**src/sv/hvs_pkg.sv**
```systemverilog
`default_nettype none
package hvs_pkg;

    localparam int BYTES_PER_LINE_DEF = 64;
    localparam int BILEVEL_LINES_DEF  = 240;
    localparam int GRADIENT_LINES_DEF = 120;

    localparam int QUEUE_DEPTH = 2;
    localparam int APB_ADDR_W  = 5;
    localparam int APB_DATA_W  = 32;

    localparam logic        MODE_RESET  = 1'b1;
    localparam logic [15:0] BASE_RESET  = 16'hE000;
    localparam logic [7:0]  RED_RESET   = 8'd0;
    localparam logic [7:0]  GREEN_RESET = 8'd255;
    localparam logic [7:0]  BLUE_RESET  = 8'd0;

    localparam logic [3:0]  LEVEL_FULL  = 4'hF;
    localparam logic [12:0] DIV15_RECIP = 13'd4370;

    typedef enum logic [2:0] {
        REG_MODE  = 3'd0,
        REG_BASE  = 3'd1,
        REG_RED   = 3'd2,
        REG_GREEN = 3'd3,
        REG_BLUE  = 3'd4
    } reg_index_t;

    typedef struct packed {
        logic        video_mode;
        logic [15:0] base_address;
        logic [7:0]  fg_red;
        logic [7:0]  fg_green;
        logic [7:0]  fg_blue;
    } cfg_t;

    typedef struct packed {
        logic [15:0] source_address;
        logic [7:0]  line;
        logic [7:0]  pos;
        logic [7:0]  video_byte;
        logic        bilevel;
        logic        subrow;
        logic        frame_end;
    } desc_t;

    // The even subrow uses bits 7, 6, 3, 2 and the odd subrow bits 5, 4, 1, 0.
    function automatic logic [2:0] bit_select(input logic subrow, input logic [1:0] k);
        return {~k[1], ~subrow, ~k[0]};
    endfunction

    // Exact floor(x / 15) for x up to 15 * 255.
    function automatic logic [7:0] grade_div15(input logic [11:0] x);
        logic [24:0] p;
        p = 25'(x) * 25'(DIV15_RECIP);
        return p[23:16];
    endfunction

endpackage
`default_nettype wire

```
**src/sv/hvs_regs.sv**
```systemverilog
`default_nettype none
module hvs_regs (
    input  wire logic                              aclk,
    input  wire logic                              aresetn,
    input  wire logic                              psel,
    input  wire logic                              penable,
    input  wire logic                              pwrite,
    input  wire logic [hvs_pkg::APB_ADDR_W-1:0]    paddr,
    input  wire logic [hvs_pkg::APB_DATA_W-1:0]    pwdata,
    output logic      [hvs_pkg::APB_DATA_W-1:0]    prdata,
    output logic                                   pready,
    output hvs_pkg::cfg_t                          cfg
);
    import hvs_pkg::*;

    cfg_t       cfg_reg, cfg_next;
    reg_index_t index;
    logic       wr_en;

    assign pready = 1'b1;
    assign index  = reg_index_t'(paddr[4:2]);
    assign wr_en  = psel && penable && pwrite && pready;
    assign cfg    = cfg_reg;

    always_comb begin
        cfg_next = cfg_reg;
        prdata   = '0;
        unique case (index)
            REG_MODE: begin
                prdata = APB_DATA_W'(cfg_reg.video_mode);
                if (wr_en) cfg_next.video_mode = pwdata[0];
            end
            REG_BASE: begin
                prdata = APB_DATA_W'(cfg_reg.base_address);
                if (wr_en) cfg_next.base_address = pwdata[15:0];
            end
            REG_RED: begin
                prdata = APB_DATA_W'(cfg_reg.fg_red);
                if (wr_en) cfg_next.fg_red = pwdata[7:0];
            end
            REG_GREEN: begin
                prdata = APB_DATA_W'(cfg_reg.fg_green);
                if (wr_en) cfg_next.fg_green = pwdata[7:0];
            end
            REG_BLUE: begin
                prdata = APB_DATA_W'(cfg_reg.fg_blue);
                if (wr_en) cfg_next.fg_blue = pwdata[7:0];
            end
            default: begin
                prdata = '0;
            end
        endcase
    end

    always_ff @(posedge aclk) begin
        if (!aresetn) begin
            cfg_reg.video_mode   <= MODE_RESET;
            cfg_reg.base_address <= BASE_RESET;
            cfg_reg.fg_red       <= RED_RESET;
            cfg_reg.fg_green     <= GREEN_RESET;
            cfg_reg.fg_blue      <= BLUE_RESET;
        end else begin
            cfg_reg <= cfg_next;
        end
    end

endmodule
`default_nettype wire

```
**src/sv/hvs_front.sv**
```systemverilog
`default_nettype none
module hvs_front #(
    parameter int BYTES_PER_LINE = hvs_pkg::BYTES_PER_LINE_DEF,
    parameter int BILEVEL_LINES  = hvs_pkg::BILEVEL_LINES_DEF,
    parameter int GRADIENT_LINES = hvs_pkg::GRADIENT_LINES_DEF
) (
    input  wire logic          aclk,
    input  wire logic          aresetn,
    input  wire logic          s_tvalid,
    output logic               s_tready,
    input  wire logic [7:0]    s_tdata,
    input  wire logic          s_tuser,
    input  hvs_pkg::cfg_t      cfg,
    input  wire logic          q_full,
    output logic               q_push,
    output hvs_pkg::desc_t     q_data
);
    import hvs_pkg::*;

    localparam int MAX_LINES = (BILEVEL_LINES > GRADIENT_LINES) ? BILEVEL_LINES
                                                                : GRADIENT_LINES;
    localparam int POS_W  = $clog2(BYTES_PER_LINE + 1);
    localparam int LINE_W = $clog2(MAX_LINES + 1);

    logic [POS_W-1:0]  pos_reg, pos_next, pos_eff;
    logic [LINE_W-1:0] line_reg, line_next, line_eff;
    logic              subrow_reg, subrow_next, subrow_eff;
    logic [15:0]       block_reg, block_next, block_eff;

    logic        bilevel, line_end, frame_end;
    logic [31:0] lines, line_ext, pos_ext;

    assign s_tready = !q_full;
    assign q_push   = s_tvalid && s_tready;
    assign bilevel  = !cfg.video_mode;

    always_comb begin
        if (s_tuser) begin
            pos_eff    = '0;
            line_eff   = '0;
            subrow_eff = 1'b0;
            block_eff  = cfg.base_address;
        end else begin
            pos_eff    = pos_reg;
            line_eff   = line_reg;
            subrow_eff = subrow_reg;
            block_eff  = block_reg;
        end

        lines     = bilevel ? 32'(BILEVEL_LINES) : 32'(GRADIENT_LINES);
        line_ext  = 32'(line_eff);
        pos_ext   = 32'(pos_eff);
        line_end  = (pos_ext + 32'd1) >= 32'(BYTES_PER_LINE);
        frame_end = line_end && ((line_ext + 32'd1) >= lines);

        q_data.source_address = block_eff + 16'(pos_eff);
        q_data.line           = line_ext[7:0];
        q_data.pos            = pos_ext[7:0];
        q_data.video_byte     = s_tdata;
        q_data.bilevel        = bilevel;
        q_data.subrow         = subrow_eff;
        q_data.frame_end      = frame_end;

        pos_next    = pos_eff;
        line_next   = line_eff;
        subrow_next = subrow_eff;
        block_next  = block_eff;
        if (!line_end) begin
            pos_next = POS_W'(pos_eff + 1'b1);
        end else begin
            pos_next = '0;
            if (bilevel && !subrow_eff) begin
                subrow_next = 1'b1;
            end else begin
                subrow_next = 1'b0;
                block_next  = block_eff + 16'(BYTES_PER_LINE);
            end
            if (frame_end) begin
                line_next   = '0;
                subrow_next = 1'b0;
                block_next  = cfg.base_address;
            end else begin
                line_next = LINE_W'(line_eff + 1'b1);
            end
        end
    end

    always_ff @(posedge aclk) begin
        if (!aresetn) begin
            pos_reg    <= '0;
            line_reg   <= '0;
            subrow_reg <= 1'b0;
            block_reg  <= BASE_RESET;
        end else if (q_push) begin
            pos_reg    <= pos_next;
            line_reg   <= line_next;
            subrow_reg <= subrow_next;
            block_reg  <= block_next;
        end
    end

endmodule
`default_nettype wire

```
**src/sv/hvs_queue.sv**
```systemverilog
`default_nettype none
module hvs_queue (
    input  wire logic          aclk,
    input  wire logic          aresetn,
    input  wire logic          push,
    input  hvs_pkg::desc_t     push_data,
    output logic               full,
    input  wire logic          pop,
    output logic               out_valid,
    output hvs_pkg::desc_t     out_data
);
    import hvs_pkg::*;

    localparam int PTR_W = (QUEUE_DEPTH > 1) ? $clog2(QUEUE_DEPTH) : 1;
    localparam int CNT_W = $clog2(QUEUE_DEPTH + 1);

    desc_t             entry_reg [QUEUE_DEPTH];
    logic [PTR_W-1:0]  wr_ptr_reg, wr_ptr_next, rd_ptr_reg, rd_ptr_next;
    logic [CNT_W-1:0]  count_reg, count_next;

    assign full      = count_reg == CNT_W'(QUEUE_DEPTH);
    assign out_valid = count_reg != '0;
    assign out_data  = entry_reg[rd_ptr_reg];

    always_comb begin
        wr_ptr_next = wr_ptr_reg;
        rd_ptr_next = rd_ptr_reg;
        count_next  = count_reg;
        if (push) begin
            wr_ptr_next = (wr_ptr_reg == PTR_W'(QUEUE_DEPTH - 1)) ? '0
                                                               : PTR_W'(wr_ptr_reg + 1'b1);
        end
        if (pop) begin
            rd_ptr_next = (rd_ptr_reg == PTR_W'(QUEUE_DEPTH - 1)) ? '0
                                                               : PTR_W'(rd_ptr_reg + 1'b1);
        end
        if (push && !pop) begin
            count_next = CNT_W'(count_reg + 1'b1);
        end else if (pop && !push) begin
            count_next = CNT_W'(count_reg - 1'b1);
        end
    end

    always_ff @(posedge aclk) begin
        if (push) begin
            entry_reg[wr_ptr_reg] <= push_data;
        end
    end

    always_ff @(posedge aclk) begin
        if (!aresetn) begin
            wr_ptr_reg <= '0;
            rd_ptr_reg <= '0;
            count_reg  <= '0;
        end else begin
            wr_ptr_reg <= wr_ptr_next;
            rd_ptr_reg <= rd_ptr_next;
            count_reg  <= count_next;
        end
    end

    a_no_push_full: assert property (@(posedge aclk) disable iff (!aresetn)
        push |-> !full) else $error("queue written while full");
    a_no_pop_empty: assert property (@(posedge aclk) disable iff (!aresetn)
        pop |-> out_valid) else $error("queue read while empty");
    a_count_up: assert property (@(posedge aclk) disable iff (!aresetn)
        (push && !pop) |=> count_reg == CNT_W'($past(count_reg) + 1'b1))
        else $error("queue count did not follow a write");

endmodule
`default_nettype wire

```
**src/sv/hvs_back.sv**
```systemverilog
`default_nettype none
module hvs_back (
    input  wire logic          aclk,
    input  wire logic          aresetn,
    input  hvs_pkg::cfg_t      cfg,
    input  wire logic          q_valid,
    input  hvs_pkg::desc_t     q_data,
    output logic               q_pop,
    output logic               m_tvalid,
    input  wire logic          m_tready,
    output logic [55:0]        m_tdata,
    output logic               m_tlast,
    output logic               m_tuser
);
    import hvs_pkg::*;

    logic [1:0]  idx_reg, idx_next;
    logic        adv, last_pix;
    logic [3:0]  level;
    logic [7:0]  column;

    logic        s1_valid_reg;
    logic [11:0] s1_red_reg, s1_green_reg, s1_blue_reg;
    logic [15:0] s1_addr_reg;
    logic [7:0]  s1_col_reg, s1_line_reg;
    logic        s1_last_reg, s1_fend_reg;

    logic        m_valid_reg;
    logic [55:0] m_data_reg;
    logic        m_last_reg, m_fend_reg;

    assign adv      = !m_valid_reg || m_tready;
    assign last_pix = q_data.bilevel ? (idx_reg == 2'd3) : (idx_reg == 2'd1);
    assign q_pop    = adv && q_valid && last_pix;

    always_comb begin
        if (q_data.bilevel) begin
            level  = q_data.video_byte[bit_select(q_data.subrow, idx_reg)] ? LEVEL_FULL
                                                                           : 4'h0;
            column = 8'({q_data.pos, 2'b00}) + 8'(idx_reg);
        end else begin
            level  = idx_reg[0] ? q_data.video_byte[3:0] : q_data.video_byte[7:4];
            column = 8'({q_data.pos, 1'b0}) + 8'(idx_reg);
        end
        idx_next = idx_reg;
        if (adv && q_valid) begin
            idx_next = last_pix ? 2'd0 : 2'(idx_reg + 1'b1);
        end
    end

    always_ff @(posedge aclk) begin
        if (adv) begin
            s1_red_reg   <= 12'(level) * 12'(cfg.fg_red);
            s1_green_reg <= 12'(level) * 12'(cfg.fg_green);
            s1_blue_reg  <= 12'(level) * 12'(cfg.fg_blue);
            s1_addr_reg  <= q_data.source_address;
            s1_col_reg   <= column;
            s1_line_reg  <= q_data.line;
            s1_last_reg  <= last_pix;
            s1_fend_reg  <= last_pix && q_data.frame_end;
            m_data_reg   <= {grade_div15(s1_blue_reg), grade_div15(s1_green_reg),
                             grade_div15(s1_red_reg), s1_line_reg, s1_col_reg,
                             s1_addr_reg};
            m_last_reg   <= s1_last_reg;
            m_fend_reg   <= s1_fend_reg;
        end
    end

    always_ff @(posedge aclk) begin
        if (!aresetn) begin
            idx_reg      <= 2'd0;
            s1_valid_reg <= 1'b0;
            m_valid_reg  <= 1'b0;
        end else begin
            idx_reg <= idx_next;
            if (adv) begin
                s1_valid_reg <= q_valid;
                m_valid_reg  <= s1_valid_reg;
            end
        end
    end

    assign m_tvalid = m_valid_reg;
    assign m_tdata  = m_data_reg;
    assign m_tlast  = m_last_reg;
    assign m_tuser  = m_fend_reg;

    a_gradient_two: assert property (@(posedge aclk) disable iff (!aresetn)
        (q_valid && !q_data.bilevel) |-> !idx_reg[1])
        else $error("gradient byte sequenced past its second pixel");
    a_fend_last: assert property (@(posedge aclk) disable iff (!aresetn)
        (m_valid_reg && m_fend_reg) |-> m_last_reg)
        else $error("frame end flagged on a pixel that does not end its byte");
    a_idx_hold: assert property (@(posedge aclk) disable iff (!aresetn)
        (!adv || !q_valid) |=> $stable(idx_reg))
        else $error("pixel index moved without a transfer into the pipeline");

endmodule
`default_nettype wire

```
**src/sv/hires_video_scanout_unit.sv**
```systemverilog
// Channel   Direction  Transfer    Contents
// s_        in         byte        tdata = video_byte, tuser = frame_restart
// m_        out        pixel       tdata = address, column, line, RGB; tlast, tuser
// APB       in         register    video_mode, base_address, fg_red, fg_green, fg_blue
//
// A byte yields four pixels in bilevel mode and two in gradient mode, one per cycle unless the output stalls.
// The pixel sequencer in the back end sets the rate: it pops a byte only with that byte's last pixel.
// A pixel passes from its byte transfer through the queue entry, the s1 registers and the output register.
// Reset is synchronous; counters clear and the registers take their reset values.
// A two-entry queue and the output register let either side stall independently.
`default_nettype none
module hires_video_scanout_unit #(
    parameter int BYTES_PER_LINE = hvs_pkg::BYTES_PER_LINE_DEF,
    parameter int BILEVEL_LINES  = hvs_pkg::BILEVEL_LINES_DEF,
    parameter int GRADIENT_LINES = hvs_pkg::GRADIENT_LINES_DEF
) (
    input  wire logic                              aclk,
    input  wire logic                              aresetn,
    input  wire logic                              s_tvalid,
    output logic                                   s_tready,
    // video_byte
    input  wire logic [7:0]                        s_tdata,
    // frame_restart
    input  wire logic                              s_tuser,
    output logic                                   m_tvalid,
    input  wire logic                              m_tready,
    // source_address, pixel_column, pixel_line, red_out, green_out, blue_out
    output logic [55:0]                            m_tdata,
    output logic                                   m_tlast,
    // frame_end
    output logic                                   m_tuser,
    input  wire logic                              psel,
    input  wire logic                              penable,
    input  wire logic                              pwrite,
    input  wire logic [hvs_pkg::APB_ADDR_W-1:0]    paddr,
    input  wire logic [hvs_pkg::APB_DATA_W-1:0]    pwdata,
    output logic      [hvs_pkg::APB_DATA_W-1:0]    prdata,
    output logic                                   pready
);
    import hvs_pkg::*;

    cfg_t  cfg;
    desc_t push_data, head_data;
    logic  q_full, q_push, q_pop, q_valid;

    hvs_regs u_regs (
        .aclk    (aclk),
        .aresetn (aresetn),
        .psel    (psel),
        .penable (penable),
        .pwrite  (pwrite),
        .paddr   (paddr),
        .pwdata  (pwdata),
        .prdata  (prdata),
        .pready  (pready),
        .cfg     (cfg)
    );

    hvs_front #(
        .BYTES_PER_LINE (BYTES_PER_LINE),
        .BILEVEL_LINES  (BILEVEL_LINES),
        .GRADIENT_LINES (GRADIENT_LINES)
    ) u_front (
        .aclk     (aclk),
        .aresetn  (aresetn),
        .s_tvalid (s_tvalid),
        .s_tready (s_tready),
        .s_tdata  (s_tdata),
        .s_tuser  (s_tuser),
        .cfg      (cfg),
        .q_full   (q_full),
        .q_push   (q_push),
        .q_data   (push_data)
    );

    hvs_queue u_queue (
        .aclk      (aclk),
        .aresetn   (aresetn),
        .push      (q_push),
        .push_data (push_data),
        .full      (q_full),
        .pop       (q_pop),
        .out_valid (q_valid),
        .out_data  (head_data)
    );

    hvs_back u_back (
        .aclk     (aclk),
        .aresetn  (aresetn),
        .cfg      (cfg),
        .q_valid  (q_valid),
        .q_data   (head_data),
        .q_pop    (q_pop),
        .m_tvalid (m_tvalid),
        .m_tready (m_tready),
        .m_tdata  (m_tdata),
        .m_tlast  (m_tlast),
        .m_tuser  (m_tuser)
    );

endmodule
`default_nettype wire

```
**config.mk**
```make
export PLATFORM = sky130hd
export DESIGN_NAME = hires_video_scanout_unit
export DESIGN_NICKNAME = d
export VERILOG_FILES = /design/src/sv/hvs_pkg.sv /design/src/sv/hvs_regs.sv /design/src/sv/hvs_front.sv /design/src/sv/hvs_queue.sv /design/src/sv/hvs_back.sv /design/src/sv/hires_video_scanout_unit.sv
export SDC_FILE = /design/constraint.sdc
export NUM_CORES = 1
export LEC_CHECK = 0
export BUFFER_PORTS_ARGS = -buffer_cell sky130_fd_sc_hd__buf_4
export CORE_AREA = 2 2 188 190
export CTS_CLUSTER_SIZE = 12
export DETAILED_ROUTE_END_ITERATION = 12
export DIE_AREA = 0 0 190 192
export PLACE_DENSITY = 0.74
export SLEW_MARGIN = 25
export SYNTH_ARGS = -nofsm -noshare
export SYNTH_HDL_FRONTEND = slang
export SYNTH_SLANG_ARGS = --single-unit
export TNS_END_PERCENT = 30
```
**constraint.sdc**
```tcl
create_clock -name aclk -period 6.48 [get_ports aclk]
set_input_delay 1.944 -clock aclk [delete_from_list [all_inputs] [get_ports aclk]]
set_output_delay 1.944 -clock aclk [all_outputs]
set_load 0.02 [all_outputs]
```
Word-level counts from Yosys, hierarchy flattened
Memories as Yosys holds them, arrays and structs flattened. A register that Yosys moved wholly into a read port is not among the register bits.
Index checks and enable logic that the tools add are counted.
Widths: inputs -> output; s select.
{ "classes": {"n_addsub": 13, "n_mul": 6, "magnitude_cmp": 3, "eq_ne": 7, "mux": 31, "bitwise": 3, "reduce_logical": 25} }
{ "ops": {"columns": ["op", "n"], "rows": [
  ["$pmux 16 s5", 1],
  ["$mul 12x12->23 const B", 3],
  ["$mux 16", 4],
  ["$mux 8", 5],
  ["$mul 4x8->12", 3],
  ["$ge 32x32->1", 1],
  ["$ge 32x7->1 const B", 1],
  ["$add 16x7->16", 1],
  ["$add 16x7->16 const B", 1],
  ["$add 8x2->8", 2],
  ["$mux 7", 2],
  ["$mux 1", 12],
  ["$mux 4", 3],
  ["$logic_and 1x1->1", 10],
  ["$reduce_and 2->1", 5],
  ["$add 8x1->9 const B", 1],
  ["$add 7x1->8 const B", 1],
  ["$add 8x1->8 const B", 1],
  ["$add 7x1->7 const B", 1],
  ["$eq 3x2->1 const B", 2],
  ["$logic_not 1->1", 6],
  ["$mux 2", 3],
  ["$add 2x1->2 const B", 2],
  ["$eq 2x2->1 const B", 2],
  ["other kinds (11)", 15]
]} }
{ "word_totals": {"reg_bits": 209, "mem_bits_rw": 84, "in_bits": 53, "output_inout_bits": 93, "word_cells": 115, "memories": 1} }
{ "memory_table": {"columns": ["memory", "words", "width", "read_ports", "rd_clocked_by_memory_dff", "write_ports", "line_no", "text"], "rows": [
  ["u_queue.entry_reg", 2, 42, 1, 1, 1, "hvs_queue.sv:17", "desc_t entry_reg [QUEUE_DEPTH];"]
]} }

Longest topological paths before layout
Gate-level depths: netlist of the first run.
{ "logic_depth": {"depth_word": 7, "ltp_mapped": 19, "mapped_depth_nobuf": 17} }

Modules after synthesis
From an unflattened synthesis of the first run, not the netlist that was laid out.
{ "unflattened": {"hier_cells": 1717, "area_unflattened_um2": 19277.2} }
{ "modules_own_cells": {"columns": ["mod", "instances", "cells_each", "area_per_inst_um2", "seq_area_each_um2"], "rows": [
  ["hvs_back", 1, 951, 10920.5, 3923.8],
  ["hvs_queue", 1, 156, 3323.2, 2682.6],
  ["hvs_front", 1, 376, 2939.1, 640.6],
  ["hvs_regs", 1, 234, 2094.5, 820.8]
]} }

Least setup slack after synthesis of the first run
Ideal clock, no wire load.
{ "synth_timing": {"path_kind": "in2reg", "from": "input s_tuser", "to": "memory u_queue.entry_reg[0][41] in the netlist's numbering (data pin)", "setup_time_ns": 0.272, "t_arrival_ns": 4.861, "required_ns": 6.208, "slack_ns": 1.348, "cell_stages": 15, "n_path_buf": 5, "cell_sequence": "buf_2 buf_2 buf_1 buf_2 buf_2 mux2i_1 inv_1 ha_1 a21o_1 a21oi_1 nand2b_1 a21boi_0 o41a_1 nand3_1 xor2_1"} }
{ "synth_lines": {"columns": ["element", "line_no", "text"], "rows": [
  ["start, declared", "hires_video_scanout_unit.sv:24", "input wire logic s_tuser,"],
  ["end, declared", "hvs_queue.sv:17", null]
]} }

==> results of run 1 <==
layout make-up:
class,instances,share of cell area [%]
Multi-Input combinational cell,1162,46.9
Antenna cell,1,0.0119
Clock buffer,55,4.80
Inverter,165,2.97
Sequential cell,294,38.0
Timing Repair Buffer,118,4.21
Tap cell,455,2.70
Clock inverter,7,0.380
report_power, final:
group | internal (mW) | total [mW] | switching, mW
Combinational | 1.88 | 4.28 | 2.40
Sequential | 2.69 | 2.87 | 0.185
Clock | 1.11 | 1.86 | 0.744
Total | 5.68 | 9.00 | 3.33
per-stage QoR:
step / instance area (sq um) / power, mW / worst slack [ps] / utilization (%)
final: 21100 / 9.00 / 968 / 61.4
after global routing: 21100 / 9.84 / 688 / 61.4
after CTS: 21000 / 9.13 / 972 / 61.4
after detailed placement: 19900 / 7.20 / 1020 / 58.2
after global placement: 19900 / 7.07 / 1150 / 58.2
after floorplan: 18800 / 6.16 / 1350 / -
synth_stat cells, types with 18 or more instances:
| master | n |
|---|---|
| ha_1 | 244 |
| edfxtp_1 | 212 |
| inv_1 | 165 |
| nand2_1 | 104 |
| nor2_1 | 88 |
| dfxtp_1 | 82 |
| a21oi_1 | 80 |
| nor2b_1 | 74 |
| fa_1 | 58 |
| mux2i_1 | 54 |
| xnor2_1 | 47 |
| mux2_2 | 41 |
| o21ai_0 | 36 |
| nand3_1 | 29 |
| nand2b_1 | 28 |
| and2_1 | 27 |
| xor2_1 | 27 |
| clkbuf_1 | 24 |
| nor3_1 | 20 |
| buf_2 | 18 |
routing by layer:
layer,vias up,track usage [%],part of all wire (%)
met1,5977,28.9,47
li1,6096,-,-
met5,-,0,0
met3,49,3.20,5.1
met4,0,5.78,1.8
met2,307,33.8,46
worst max-delay path, stage by stage, from the launching register on:
cell and delay (ps):
dfxtp_2 560, mux4_2 570, mux4_2 510, and2_4 220
a21oi_4 510, nor2b_1 160, fa_1 560, inv_1 50
fa_1 530, inv_1 40, ha_1 330, a21oi_1 220
o21bai_1 90, a21oi_1 230, o21ai_0 230, or4_1 440
nand4_1 100
worst min path at each step:
stage                     slack, ps  depth (start not counted)            endpoint
after global placement          400                          0  u_back.m_tdata[25]
after detailed placement        400                          0  u_back.m_tdata[25]
after floorplan                 400                          0   u_back.m_tdata[0]
after global routing            420                          0  u_back.m_tdata[10]
after CTS                       420                          0   u_back.m_tdata[6]
final                           410                          0   u_back.m_tdata[6]
kinds of logic after synthesis:
group           Yosys count
compound gates          233
fa+ha+maj               302
simple gates            432
mux                     104
flops                   294
xor+xnor                 74
buf+inv                 228
other cells               2
==> flow_summary.ini, run 1 <==
[status]
status = complete, no violations

[power_and_ir_drop]
power.density_nw_per_um2 = 428
ir_worst_vdd_uv = 339
leakagePower_nw = 9.72

[synth]
synth-simple-area-share_pct = 11.7
synth-compound-area-share_pct = 8.09
synth_mux_area_share_pct = 6.43
ys_seq_area_share_pct = 42.7
async_flop_share_pct = 0
syn_area_sq_um = 18700
syn_avg_cell_area_sq_um = 11.2
yosysTopAreaCellShare_pct = 34.0
synth_warnings = 0
synth_top_family_by_area = adder cells
ys_ff_latch = 294
yosys.area_share.adder_pct = 22.5
synth_edf_count = 212
synth_cells = 1669
synth_ff_type = edfxtp_1
synth_area_leaders = edfxtp_1 34%, ha_1 16%, dfxtp_1 8.8%, fa_1 6.2%, inv_1 3.3%
ys_types = 68
synth_top_area_cell = edfxtp_1
post_synth_xor_area_fraction_pct = 3.46

[timing]
setup_viol = 0
max_freq_ghz = 0.181
min_period_ps = 5510
rsz0062_at_grt = false
drv_slew = 0
tns_ps = 0
worst_pin_slew_ps = 934
whs_ps = 412
period_share_pct = 85.1
skew_ps = 16.2
hold_violations = 0
slew_headroom_pct = 37.4

[place]
dp_hpwl_mm = 27.3
place_inst = 2194
gp_congestion = 0.848
numPortBuffers = 110

[layout]
final_common_cell = ha_1
area_delta_synth_final_pct = 12.3
largest_reg_flops = 84
final_cell_mix = 244 x ha_1, 212 x edfxtp_1, 163 x inv_1, 118 x buf_4, 104 x nand2_1
stdcell_count = 2257
register_area_sq_um = 8010
final_nets = 2130
drive_gt1_share_pct = 12.9
multi_input_area_sq_um = 9870
nFillCells = 2733

[clock_network]
numCtsBuffers = 34
root_buffer = clkbuf_16
htreeDepth = 2
clk_latency_ps = 520
clock_sinks = 294
cts_resized = 0
cts_buffer_depth = 3
cts_tree = yes
postCtsSetupRepairBufs = 0
cts_hold_buf = 0
clkSlewWorstSetupHoldPaths_ps = 60

[die]
core-area_sq_um = 34300
start_util_pct = 54.7
die_x_um = 190
num_rows = 68
dieArea_sq_um = 36500
io_pins = 146
die_h_um = 192

[route]
ant_nets = 0
drt_iter0_markers = 792
dr.pass1.iters = 6
wl_mm = 37.1
num_vias = 12429
wl_per_cell_um = 16.4
viasPerCell = 5.51
drc_errors = 0

[global_route]
grt_pass1_wl_mm = 60.9
grt_max_degree = 86
grt_usage_pct = 20.7
grt_overflow = 0
antenna_found_initial = 2
grt_pass1_vias = 12375

[worst_setup_path]
crit_required_ps = 6860
r2r_cells = 16
critPathMaxFanout = 24
critPathKind = reg2reg
reg2reg_to = u_back.s1_red_reg[11]
crit_end = u_back.s1_red_reg[11]
arrival_ps = 5890
cp-end-kind = flop
reg2reg_slack_ps = 970
cp-start-kind = flop

[run]
maxCapViolCount = 0

[min_path]
hp-class = reg2reg
worstHoldStart = u_back.s1_addr_reg[6]
No activity file was read; power rests on OpenSTA's default activity.
==> inputs of run 2 (changes only) <==
--- a/config.mk
+++ b/config.mk
@@ -10,7 +10,7 @@
 export CTS_CLUSTER_SIZE = 12
 export DETAILED_ROUTE_END_ITERATION = 12
 export DIE_AREA = 0 0 190 192
-export PLACE_DENSITY = 0.74
+export PLACE_DENSITY = 0.73
 export SLEW_MARGIN = 25
 export SYNTH_ARGS = -nofsm -noshare
 export SYNTH_HDL_FRONTEND = slang
==> flow_summary.ini, run 2 (synthesis gave the netlist of run 1 again) <==
[global_route]
grt_pass1_vias = 12477
antenna_found_initial = 2
grt_max_degree = 73
grt_overflow = 0
grt_usage_pct = 20.6
grt_pass1_wl_mm = 61.3

[clock_network]
numCtsBuffers = 34
htreeDepth = 2
clkSlewWorstSetupHoldPaths_ps = 60
clk_latency_ps = 520
postCtsSetupRepairBufs = 0
cts_tree = yes
cts_hold_buf = 0
cts_buffer_depth = 3
root_buffer = clkbuf_16
cts_resized = 0
clock_sinks = 294

[worst_setup_path]
critPathTopFamily = simple AND/OR/NAND/NOR gates
cp-end-kind = output port
reg2reg_slack_ps = 1140
startpoint = paddr[2]
cp-start-kind = input pin
cp_num_buf_inv = 2
critical_path.cell_chain = buf_4 > nor2b_1 > nor2b_1 > and2_1 > buf_4
slowest_stage = nor2b_1
r2r_cells = 16
max_stage_delay_ps = 650
critPathMaxFanout = 15
reg2reg_to = u_back.s1_green_reg[11]
critPathKind = in2out
arrival_ps = 3630
crit_required_ps = 4540

[layout]
final_cell_mix = 244 x ha_1, 212 x edfxtp_1, 163 x inv_1, 117 x buf_4, 104 x nand2_1
final_cell_area_sq_um = 21000
largest_reg_flops = 84
final_common_cell = ha_1
drive_gt1_share_pct = 12.8
nFillCells = 2777
area_delta_synth_final_pct = 12.1
final_nets = 2129

[timing]
worst_pin_slew_ps = 994
skew_ps = 15.4
hold_violations = 0
rsz0062_at_grt = false
tns_ps = 0
max_freq_ghz = 0.180
setup_viol = 0
min_period_ps = 5570
drv_slew = 0
slew_headroom_pct = 33.4
period_share_pct = 86.0

[min_path]
hold_end = u_back.m_tdata[12]
hp-class = reg2reg
hold_path_depth = 0
worstHoldStart = u_back.s1_addr_reg[12]

[status]
status = complete, no violations

[die]
die_h_um = 192
dieArea_sq_um = 36500
num_rows = 68
io_pins = 146
start_util_pct = 54.7
core-area_sq_um = 34300
die_x_um = 190

[route]
ant_nets = 0
num_vias = 12509
dr.pass1.iters = 5
drt_iter0_markers = 817
wl_per_cell_um = 16.3
viasPerCell = 5.54
drc_errors = 0
wl_mm = 36.8

[power_and_ir_drop]
leakagePower_nw = 9.69
ir_worst_vdd_uv = 330
power.density_nw_per_um2 = 428

[place]
gp_congestion = 0.856
dp_hpwl_mm = 27.3
place_area_sq_um = 19900
numPortBuffers = 110

[run]
maxCapViolCount = 0
==> run 2: per-stage QoR <==
| stage | power, mW | std cells | setup slack, ps | utilization, % | hold slack (ps) |
|---|---|---|---|---|---|
| 3_3_place_gp | 7.07 | 2193 | 986 | 58.2 | 401 |
| 3_5_place_dp | 7.24 | 2193 | 923 | 58.2 | 405 |
| 4_1_cts | 9.13 | 2254 | 914 | 61.3 | 417 |
| 5_1_grt | 9.79 | 2256 | 774 | 61.3 | 418 |
| 6_report | 9.00 | 2256 | 910 | 61.3 | 413 |
| 2_1_floorplan | 6.16 | 1684 | 1350 | - | 400 |
==> run 2: how the worst max path moves through the flow <==
stage / cells after the start / to / slack, ps
after floorplan: 15 / u_queue.entry_reg[0][41] / 1350
after global placement: 5 / prdata[5] / 990
after detailed placement: 5 / prdata[14] / 920
after CTS: 5 / prdata[14] / 910
after global routing: 5 / prdata[15] / 770
final: 5 / prdata[14] / 910
==> run 2: area by class of cell <==
type	instances	area (sq um)	area share [%]
diodes	2	5.00	0.0238
clock buffers	53	995	4.73
clock inverters	8	67.6	0.322
inverters	165	622	2.96
multi-input cells	1162	9860	47.0
flip-flops and latches	294	8010	38.1
well taps	455	569	2.71
repair buffers	117	878	4.18
==> run 2: per-layer routing <==
| layer | GRT usage (%) | share of wire [%] | vias up |
|---|---|---|---|
| li1 | - | - | 6104 |
| met1 | 28.6 | 46 | 6041 |
| met2 | 33.6 | 46 | 309 |
| met3 | 3.34 | 5.4 | 55 |
| met4 | 5.96 | 2.0 | 0 |
| met5 | 0 | 0 | - |
==> run 2: where the power goes <==
group          internal, mW  switching, mW  total (mW)
registers              2.69          0.178        2.86
logic                  1.89           2.42        4.31
clock network          1.07          0.754        1.82
